### src/rtl/lzwc_pkg.sv
// Shared constants and types for the LZW byte compressor.
// No dependencies; imported by every module of the block but the RAM.
package lzwc_pkg;

    localparam int MAX_CODE_BITS_DEF = 12;  // default widest code
    localparam int FIRST_CODE        = 256; // first code past the single bytes
    localparam int MIN_LEN           = 9;   // code length after reset or wrap
    localparam int LEN_W             = 5;   // holds code lengths up to 31
    localparam int BYTE_W            = 8;
    localparam int QUEUE_DEPTH       = 2;   // front-to-back item queue

    // Classification of an item made by the front end
    typedef struct packed {
        logic first;   // opens a new stream, no prefix yet
        logic last;    // closes the stream, flush after it
    } lzwc_kind_t;

    // Control bits of one packing command
    typedef struct packed {
        logic flush;     // pad and drain every remaining bit
        logic item_end;  // last command caused by this item
    } lzwc_cmd_ctl_t;

endpackage

### src/rtl/lzwc_front.sv
// Front end: accepts input items, tags stream start and end, queues them.
// Depends on lzwc_pkg.
module lzwc_front
    import lzwc_pkg::*;
(
    input  logic              clk,
    input  logic              rst_n,
    input  logic              in_valid,
    output logic              in_ready,
    input  logic [BYTE_W-1:0] in_byte,
    input  logic              in_last,
    output logic              q_valid,
    input  logic              q_ready,
    output logic [BYTE_W-1:0] q_byte,
    output lzwc_kind_t        q_kind
);

    localparam int PTR_W = (QUEUE_DEPTH > 1) ? $clog2(QUEUE_DEPTH) : 1;
    localparam int CNT_W = $clog2(QUEUE_DEPTH + 1);

    logic [BYTE_W-1:0] byte_q_reg [QUEUE_DEPTH];
    lzwc_kind_t        kind_q_reg [QUEUE_DEPTH];
    logic [PTR_W-1:0]  wr_ptr_reg, wr_ptr_next;
    logic [PTR_W-1:0]  rd_ptr_reg, rd_ptr_next;
    logic [CNT_W-1:0]  count_reg, count_next;
    logic              start_reg, start_next;
    logic              push, pop;

    assign in_ready = (count_reg != CNT_W'(QUEUE_DEPTH));
    assign q_valid  = (count_reg != '0);
    assign q_byte   = byte_q_reg[rd_ptr_reg];
    assign q_kind   = kind_q_reg[rd_ptr_reg];
    assign push     = in_valid && in_ready;
    assign pop      = q_valid && q_ready;

    always_comb
    begin
        wr_ptr_next = wr_ptr_reg;
        rd_ptr_next = rd_ptr_reg;
        count_next  = count_reg;
        start_next  = start_reg;
        if (push)
        begin
            wr_ptr_next = (wr_ptr_reg == PTR_W'(QUEUE_DEPTH - 1)) ? '0 : wr_ptr_reg + 1'b1;
            start_next  = in_last;   // byte after a last one opens a new stream
        end
        if (pop)
        begin
            rd_ptr_next = (rd_ptr_reg == PTR_W'(QUEUE_DEPTH - 1)) ? '0 : rd_ptr_reg + 1'b1;
        end
        if (push && !pop)
        begin
            count_next = count_reg + 1'b1;
        end
        else if (pop && !push)
        begin
            count_next = count_reg - 1'b1;
        end
    end

    always_ff @(posedge clk or negedge rst_n)
    begin
        if (!rst_n)
        begin
            wr_ptr_reg <= '0;
            rd_ptr_reg <= '0;
            count_reg  <= '0;
            start_reg  <= 1'b1;
        end
        else
        begin
            wr_ptr_reg <= wr_ptr_next;
            rd_ptr_reg <= rd_ptr_next;
            count_reg  <= count_next;
            start_reg  <= start_next;
        end
    end

    always_ff @(posedge clk)
    begin
        if (push)
        begin
            byte_q_reg[wr_ptr_reg]       <= in_byte;
            kind_q_reg[wr_ptr_reg].first <= start_reg;
            kind_q_reg[wr_ptr_reg].last  <= in_last;
        end
    end

endmodule

### config.mk
export PLATFORM = sky130hd
export DESIGN_NAME = lzwc_front
export DESIGN_NICKNAME = d
export VERILOG_FILES = /design/src/rtl/lzwc_pkg.sv /design/src/rtl/lzwc_front.sv
export SDC_FILE = /design/constraint.sdc
export NUM_CORES = 1
export LEC_CHECK = 0
export BUFFER_PORTS_ARGS = -buffer_cell sky130_fd_sc_hd__buf_2
export CAP_MARGIN = 20
export CORE_MARGIN = 2
export CORE_UTILIZATION = 50
export CTS_CLUSTER_DIAMETER = 150
export DETAILED_ROUTE_END_ITERATION = 7
export PLACE_DENSITY = 0.76
export SLEW_MARGIN = 25
export SYNTH_ARGS = -nofsm -noshare
export SYNTH_HDL_FRONTEND = slang
export SYNTH_SLANG_ARGS = --single-unit
### constraint.sdc
create_clock -name clk -period 2.5 [get_ports clk]
set_input_delay 0.375 -clock clk [delete_from_list [all_inputs] [get_ports clk]]
set_output_delay 0.375 -clock clk [all_outputs]
set_load 0.05 [all_outputs]
==> results.cfg <==
[run_status]
outcome = finished, final reports clean

[critical_path]
cp_slowest_cell = dfrtp_1
critPathTopFamily = flip-flops
cp.depth = 2
crit_arrival_ns = 1.55
cp_max_fo = 11
ff2ff_setup_slack_ns = 1.08
critPathLaunch = rd_ptr_reg
critical_path.max_stage_delay_ns = 0.64
r2r-start = count_reg[0]
path_buf_inv = 1
end_kind = output pin
crit_type = flip-flop to output pin
worstPathCellList = mux2_2, buf_2
startpoint_type = flip-flop
cp.required_ns = 2.12
r2r_cells = 6

[synth]
ys_seq_area_share_pct = 75.0
async_reset_ff_share_pct = 20.0
yosys.cell_count.top_type = edfxtp_1
synthTopCellsByCount = edfxtp_1 (20), mux2_2 (10), dfrtp_1 (4)
synthCells = 51
yosys_warnings = 0
synthDistinctLibCells = 16
yosysTopAreaCell = edfxtp_1
synth-edff-count = 20
synth_top_area_share_pct = 61.9
ys_ff_latch = 25
syn-cell-area_um2 = 970
syn_nets = 65
ys.flop_type = edfxtp_1
syn_avg_cell_area_um2 = 19.0
synth.area.top_cells = edfxtp_1 (62%), mux2_2 (12%), dfrtp_1 (10%)

[timing]
drv_slew = 0
tns_ns = 0
fmax_ghz = 0.520
holdWs_ns = 0.250
finalCriticalPeriod_ns = 1.92
setup_viol = 0
max-slew-margin-rel_pct = 69.8
tightest_slew_ns = 0.452
rsz0062_at_grt = false
finalCritPeriodShare_pct = 76.9
fin_skew_ns = 0.00323
finalHoldViolations = 0

[route]
routedWlPerCell_um = 12.6
drc = 0
vias = 501
drt_first_pass_iters = 2
ant_nets = 0
vias_per_cell = 4.77
routed_wl_mm = 1.32
drtIter0Drc = 2

[layout]
n_antenna_cell = 0
final_nets = 95
area_growth_pct = 19.7
drive_above_1_share_pct = 55.0
largest_reg_flops = 16
regArea_um2 = 727
fill_cells = 141
utilization_pct = 65.1
multiInputGateArea_um2 = 234

[global_route]
grt_max_degree = 15
grt_usage_pct = 13.3
grt_pass1_wl_mm = 1.92
grt-ovfl-total = 0
grt_pass1_vias = 459
antenna_found_initial = 0

[power]
powerDensity_mw_per_mm2 = 1330
swShare_pct = 42.8
p_leak_nw = 0.469
combPwrFrac_pct = 45.7
power_switching_uw = 663
vdd_drop_max_uv = 770
clock_power_share_pct = 10.8
pwr-share-seq_pct = 43.5
p_int_uw = 886

[floorplanning]
coreArea_mm2 = 0.00178
io_pins = 25
start_util_pct = 54.4
rows = 15
die_w_um = 48.0
die_area_mm2 = 0.00231
die_h_um = 48.0

[place]
io_buffer_count = 24
dp_hpwl_um = 982
place_congestion = 0.639

[cts]
cts_setup_buffers = 0
path_clk_slew_ns = 0.12
cts_buffers = 3
ctsHtreeMaxLevel = 1
insertion_delay_ns = 0.30
clock_path_buffers = 2
cts_root_buf = clkbuf_4
clock-sinks = 25
cts_tree = built
cts_resized = 0

[worst_hold_path]
hold_depth = 1
hp-class = primary input to flip-flop
worstHoldStart = in_byte[0]

[run]
cap_violations = 0
[power by group through the flow]
stage / Sequential, mW / Clock (mW) / Combinational, mW
after CTS: 0.676 / 0.170 / 0.718
after global routing: 0.690 / 0.184 / 0.758
after floorplan: 0.641 / 0 / 0.613
final: 0.674 / 0.168 / 0.708
after detailed placement: 0.686 / 0 / 0.715
after global placement: 0.678 / 0 / 0.705
[path summary, 6_finish.rpt]
| path | to |
|---|---|
| max | q_kind[1] |
| min | byte_q_reg[0][0] |
| max reg2reg | count_reg[1] |
| min reg2reg | wr_ptr_reg |
| max in group asynchronous | start_reg |
| min in group asynchronous | wr_ptr_reg |
[what timing repair did]
item / 4_1_cts / 5_1_grt
endpoints found under the setup margin: 0 / 0
hold endpoints to repair: 4 / 0
hold buffers: 1 / 0
[placed cells by master, fill, tap and decap left out]
cell           count
mux2_2            10
ha_1               1
nand2b_4           1
xnor2_1            3
xor2_1             2
mux2_4             1
clkbuf_4           3
buf_2             24
nand2_1            1
and3_2             1
dlygate4sd3_1      1
clkinv_2           1
dfstp_2            1
or2_1              1
dfrtp_1            4
edfxtp_1          20
inv_1              1
nor2_1             2
buf_4              1
nand2_4            1
[cell type report]
cell class	instances	area share (%)
sequential	25	62.6
multi-input combinational	24	20.2
timing repair buffer	26	11.9
tap	25	2.69
clock buffer	3	1.94
clock inverter	1	0.431
inverter	1	0.323
[kinds of logic after synthesis]
kind of cell | after synthesis | synth area share [%]
flip-flops | 25 | 75.0
multiplexers | 11 | 13.2
AND/OR/NAND/NOR | 7 | 5.16
XOR/XNOR | 5 | 4.52
buffers and inverters | 2 | 0.902
adder cells (fa/ha/maj) | 1 | 1.29
[stage by stage]
stage          power (mW)  cell area [µm²]  std cells  setup WS [ns]
3_3_place_gp         1.38             1120        100          0.909
4_1_cts              1.56             1160        105          0.557
3_5_place_dp         1.40             1120        100          0.899
6_report             1.55             1160        105          0.577
5_1_grt              1.63             1160        105          0.492
2_1_floorplan        1.25              970         51          0.865
[metal layers]
layer	wire, µm	GRT usage, %	share of wire, %
met2	662	23.2	50
met1	587	14.2	44
met4	19	8.11	1.4
met5	0	0	0
met3	53	3.40	4.0
No activity file was read; power rests on OpenSTA's default activity.
