$ cat config.mk
export PLATFORM = sky130hd
export DESIGN_NAME = lzwc_packer
export DESIGN_NICKNAME = d
export VERILOG_FILES = /design/src/rtl/lzwc_pkg.sv /design/src/rtl/lzwc_packer.sv
export SDC_FILE = /design/constraint.sdc
export NUM_CORES = 1
export LEC_CHECK = 0
export BUFFER_PORTS_ARGS = -buffer_cell sky130_fd_sc_hd__buf_4
export CORE_UTILIZATION = 57
export CTS_BUF_LIST = sky130_fd_sc_hd__clkbuf_4 sky130_fd_sc_hd__clkbuf_8 sky130_fd_sc_hd__clkbuf_16
export DETAILED_ROUTE_END_ITERATION = 8
export GPL_TIMING_DRIVEN = 0
export PLACE_DENSITY = 0.79
export SLEW_MARGIN = 5
export SYNTH_ARGS = -nofsm -noshare
export SYNTH_HDL_FRONTEND = slang
export SYNTH_SLANG_ARGS = --single-unit
$ cat constraint.sdc
create_clock -name clk -period 2.7 [get_ports clk]
set_input_delay 0.405 -clock clk [delete_from_list [all_inputs] [get_ports clk]]
set_output_delay 0.405 -clock clk [all_outputs]
set_load 0.01 [all_outputs]
$ cat src/rtl/lzwc_pkg.sv
// Shared constants and types for the LZW byte compressor.
// No dependencies; imported by every module of the block but the RAM.
package lzwc_pkg;

    localparam int MAX_CODE_BITS_DEF = 12;  // default widest code
    localparam int FIRST_CODE        = 256; // first code past the single bytes
    localparam int MIN_LEN           = 9;   // code length after reset or wrap
    localparam int LEN_W             = 5;   // holds code lengths up to 31
    localparam int BYTE_W            = 8;
    localparam int QUEUE_DEPTH       = 2;   // front-to-back item queue

    // Classification of an item made by the front end
    typedef struct packed {
        logic first;   // opens a new stream, no prefix yet
        logic last;    // closes the stream, flush after it
    } lzwc_kind_t;

    // Control bits of one packing command
    typedef struct packed {
        logic flush;     // pad and drain every remaining bit
        logic item_end;  // last command caused by this item
    } lzwc_cmd_ctl_t;

endpackage

$ cat src/rtl/lzwc_packer.sv
// Bit packer: appends codes LSB-first to a bit buffer, drains one byte a cycle while out_ready is high.
// Depends on lzwc_pkg.
module lzwc_packer
    import lzwc_pkg::*;
#(
    parameter int MAX_CODE_BITS = MAX_CODE_BITS_DEF
) (
    input  logic                     clk,
    input  logic                     rst_n,
    input  logic                     cmd_valid,
    output logic                     cmd_ready,
    input  logic [MAX_CODE_BITS-1:0] cmd_code,
    input  logic [LEN_W-1:0]         cmd_len,
    input  lzwc_cmd_ctl_t            cmd_ctl,
    output logic                     out_valid,
    input  logic                     out_ready,
    output logic [BYTE_W-1:0]        out_byte,
    output logic                     out_run_last,
    output logic                     out_stream_end
);

    localparam int BUF_W = MAX_CODE_BITS + BYTE_W - 1;   // leftover bits plus one code
    localparam int CNT_W = $clog2(BUF_W + 1);
    localparam logic [CNT_W-1:0] CNT_BYTE = CNT_W'(BYTE_W);

    logic [BUF_W-1:0]  bits_reg, bits_next;
    logic [CNT_W-1:0]  cnt_reg, cnt_next, cnt_after;
    logic              flush_reg, flush_next;
    logic              item_end_reg, item_end_next;
    logic              out_valid_reg, out_valid_next;
    logic [BYTE_W-1:0] out_byte_reg, out_byte_next;
    logic              out_run_last_reg, out_run_last_next;
    logic              out_stream_end_reg, out_stream_end_next;
    logic              byte_avail, emit, more;

    assign byte_avail = (cnt_reg >= CNT_BYTE);
    assign emit       = (byte_avail || (flush_reg && (cnt_reg != '0)))
                        && (!out_valid_reg || out_ready);
    assign cmd_ready  = !byte_avail && !flush_reg;
    assign cnt_after  = byte_avail ? (cnt_reg - CNT_BYTE) : '0;
    assign more       = (cnt_after >= CNT_BYTE) || (flush_reg && (cnt_after != '0));

    always_comb
    begin
        bits_next           = bits_reg;
        cnt_next            = cnt_reg;
        flush_next          = flush_reg;
        item_end_next       = item_end_reg;
        out_valid_next      = out_valid_reg && !out_ready;
        out_byte_next       = out_byte_reg;
        out_run_last_next   = out_run_last_reg;
        out_stream_end_next = out_stream_end_reg;
        if (emit)
        begin
            out_valid_next      = 1'b1;
            out_byte_next       = bits_reg[BYTE_W-1:0];
            out_run_last_next   = item_end_reg && !more;
            out_stream_end_next = flush_reg && !more;
            bits_next           = bits_reg >> BYTE_W;
            cnt_next            = cnt_after;
            if (cnt_after == '0)
            begin
                flush_next = 1'b0;
            end
        end
        else if (cmd_valid && cmd_ready)
        begin
            bits_next     = bits_reg | (BUF_W'(cmd_code) << cnt_reg);
            cnt_next      = cnt_reg + CNT_W'(cmd_len);
            flush_next    = cmd_ctl.flush;
            item_end_next = cmd_ctl.item_end;
        end
    end

    assign out_valid      = out_valid_reg;
    assign out_byte       = out_byte_reg;
    assign out_run_last   = out_run_last_reg;
    assign out_stream_end = out_stream_end_reg;

    always_ff @(posedge clk or negedge rst_n)
    begin
        if (!rst_n)
        begin
            bits_reg      <= '0;
            cnt_reg       <= '0;
            flush_reg     <= 1'b0;
            item_end_reg  <= 1'b0;
            out_valid_reg <= 1'b0;
        end
        else
        begin
            bits_reg      <= bits_next;
            cnt_reg       <= cnt_next;
            flush_reg     <= flush_next;
            item_end_reg  <= item_end_next;
            out_valid_reg <= out_valid_next;
        end
    end

    always_ff @(posedge clk)
    begin
        out_byte_reg       <= out_byte_next;
        out_run_last_reg   <= out_run_last_next;
        out_stream_end_reg <= out_stream_end_next;
    end

endmodule

==> impl_metrics.csv <==
group,metric,value,unit
worst_setup_path,path_class,"reg -> out",
drt,via_per_inst,6.228,
power_and_ir_drop,power.density,1273,nW/um^2
synthesis,seq_area_frac_synth,39.61,%
synthesis,synth_area,2464,um^2
min_path,hold_class,"in -> async",
clocking,clock_sinks,37,
synthesis,synth.distinct_cells,54,
synthesis,yosysWarnings,0,
clocking,worst_skew_pair.late_latency,290,ps
synthesis,synth_compound_area_share,17.47,%
synthesis,synthAdderAreaFrac,3.352,%
grt,antenna_found_initial,0,
die,start_util,60.29,%
sta,max_slew_margin,60.17,%
job,cap_violations,0,
drt,first_iter_violations,165,
clocking,path_clk_slew,80,ps
die,die_w,67.74,um
drt,routed_wl,6487,um
worst_setup_path,startpoint_type,"register",
power_and_ir_drop,p_leak,1.264,nW
sta,skew,6.036,ps
grt,grt_pass1_wl,10560,um
cells_and_area,nNetsFinal,329,
sta,finalCritPeriodShare,95.83,%
status,status,"finished, final reports clean",
grt,grt_max_degree,28,
sta,period_needed,2588,ps
die,rows,23,
worst_setup_path,cp-end-kind,"primary output",
drt,num_vias,2186,
clocking,cts_buffer_depth,2,
cells_and_area,n_antenna_cell,0,
power_and_ir_drop,power.share.sequential,27.2,%
drt,final_antenna_net_count,0,
drt,drc,0,
clocking,cts_htree_levels,2,
sta,worst_slack,112.5,ps
synthesis,syn_nets,288,
synthesis,synth_edf_count,10,
drt,drt_first_pass_iters,4,
clocking,root_buffer,"clkbuf_8",
placement,dpl.hpwl,4900,um
sta,fmax,386.5,MHz
power_and_ir_drop,comb_power_share,57.2,%
grt,grt_usage,31.77,%
cells_and_area,post_route_cells_drive_above_1_share,23.26,%
placement,pre_cts_ws,130.1,ps
synthesis,synth_top_flop_cell,"dfrtp_1",
die,coreArea,4086,um^2
power_and_ir_drop,switching_power,1.594,mW
synthesis,synthMuxAreaShare,15.13,%
die,die-area,4589,um^2
clocking,cts_tree,"yes",
sta,setup_viol,0,
power_and_ir_drop,pwr-share-clk,15.6,%
grt,globalRouteOverflowTotal,0,
clocking,post_cts_buffers,0,
worst_setup_path,cp.arrival,2180,ps
die,io_pins,35,
placement,placed_area,2781,um^2
synthesis,synth-xor-area-share,1.422,%
sta,worst_slew_pin_slew,597.5,ps
power_and_ir_drop,vdd_drop_max,570.5,uV
synthesis,syn_area_per_cell,9.512,um^2
grt,first_global_vias,2110,
synthesis,synth-async-reset-ratio,72.97,%
power_and_ir_drop,finalPower,3.719,mW
synthesis,synthCells,259,
cells_and_area,largest_reg_flops,19,
synthesis,ys_seq_elements,37,
synthesis,synth_top_family_by_area,"compound AO/OA/AOI/OAI gates",
placement,port-buffer-count,34,
placement,gp_congestion,0.9501,
placement,dp_cells,343,
sta,rsz0062_at_grt,"no",
worst_setup_path,worstPathMaxFanout,7,
synthesis,synthSimpleGateAreaFrac,17.06,%
clocking,numCtsBuffers,5,
sta,slew_violations,0,
drt,drt-wirelength-per-cell,18.48,um
die,fp.dieH,67.74,um
power_and_ir_drop,p_int,2.125,mW
cells_and_area,syn2layout_area_growth,18.59,%
cells_and_area,stdcell_count,351,
cells_and_area,fin_area,2922,um^2
worst_setup_path,required,2300,ps
sta,finalHoldViolations,0,
power_and_ir_drop,power.share.switching,42.87,%
sta,setup_tns,0,ps
[routing by layer]
layer / GRT usage (%) / vias to the layer above / part of all wire, %
met4: 14.36 / 0 / 3.0
met5: 0 / - / 0
met3: 6.588 / 18 / 6.4
met1: 40.86 / 1032 / 42
met2: 50.74 / 95 / 49
li1: - / 1041 / -
[layout make-up]
cell class | instances | area (um^2)
well taps | 50 | 62.56
clock inverters | 3 | 68.82
plain buffers | 18 | 107.6
inverters | 10 | 38.79
fillers | 321 | 1165
multi-input cells | 194 | 1344
flip-flops and latches | 37 | 975.9
clock buffers | 5 | 68.82
repair buffers | 34 | 255.2
[synthesized netlist by cell type (all sizes together), types with 2 or more instances]
cell / number / share of area [%]
a21oi: 13 / 2.6
a22o: 2 / 0.71
a311oi: 2 / 0.71
a31o: 2 / 1.1
a31oi: 4 / 1.0
a32o: 3 / 1.2
buf: 8 / 2.8
clkbuf: 10 / 1.5
clkinv: 2 / 0.36
dfrtp: 27 / 27
edfxtp: 10 / 12
ha: 5 / 2.5
inv: 8 / 1.2
mux2: 8 / 3.7
mux2i: 17 / 6.9
mux4: 5 / 4.6
nand2: 22 / 3.4
nand2b: 3 / 0.76
nand3: 14 / 2.8
nor2: 35 / 5.3
nor3: 7 / 1.4
o21a: 2 / 0.61
o21ai: 11 / 2.4
o22ai: 12 / 3.3
o31ai: 2 / 0.61
o41ai: 2 / 0.71
or2: 2 / 0.51
xnor2: 2 / 0.71
xor2: 2 / 0.71
[power groups by stage]
stage / logic (mW) / clock network, mW / registers (mW)
final: 2.13 / 0.581 / 1.01
after global routing: 2.33 / 0.612 / 1.04
after CTS: 2.10 / 0.590 / 1.01
after detailed placement: 2.09 / 0 / 1.02
after global placement: 2.07 / 0 / 1.01
after floorplan: 1.49 / 0 / 1.02
[final timing paths]
check	from	to	slack, ps	cells past startpoint
min	rst_n	bits_reg[5]$_DFFE_PN0P_	20	1
max in group asynchronous	rst_n	flush_reg$_DFFE_PN0P_	2410	1
min reg2reg	bits_reg[2]$_DFFE_PN0P_	out_byte[2]$_DFFE_PP_	460	0
max	cnt_reg[2]$_DFFE_PN0P_	cmd_ready	110	8
max reg2reg	cnt_reg[3]$_DFFE_PN0P_	bits_reg[17]$_DFFE_PN0P_	220	8
min in group clk	cmd_ctl[0]	item_end_reg$_DFFE_PN0P_	350	2
[metrics by stage]
stage | utilization [%] | hold slack, ps
3_3_place_gp | 68.06 | 346.8
4_1_cts | 71.43 | 29.50
2_1_floorplan | - | 109.4
5_1_grt | 71.49 | 42.72
3_5_place_dp | 68.06 | 347.5
6_report | 71.49 | 20.22
[worst max-delay path, stage by stage, from the launching register on]
cell	delay, ps
dfrtp_1	390
clkbuf_1	220
or4_4	460
buf_6	140
or2_0	180
buf_2	160
nand2_1	130
nor2_1	50
buf_4	140
[cells in the final DEF, fill, tap and decap left out, drive strengths merged, types with 3 or more instances in the layout]
| master | n |
|---|---|
| nor2 | 35 |
| a32o | 3 |
| ha | 5 |
| buf | 43 |
| o22ai | 12 |
| edfxtp | 10 |
| nand3 | 14 |
| nand2 | 22 |
| mux4 | 5 |
| a31oi | 4 |
| clkbuf | 14 |
| mux2 | 8 |
| nand2b | 3 |
| a21oi | 13 |
| dfrtp | 27 |
| o21ai | 11 |
| inv | 9 |
| nor3 | 7 |
| mux2i | 17 |
[kinds of logic after synthesis]
| family | count (synthesis) |
|---|---|
| buffers and inverters | 28 |
| flip-flops | 37 |
| adder cells (fa/ha/maj) | 6 |
| AO/OA/AOI/OAI | 62 |
| XOR/XNOR | 4 |
| multiplexers | 30 |
| AND/OR/NAND/NOR | 92 |
[what timing repair did]
action / 4_1_cts / 5_1_grt
resized for setup: 0 / 2
hold buffers: 0 / 0
setup endpoints to repair: 0 / 5
No activity file was read; power rests on OpenSTA's default activity.
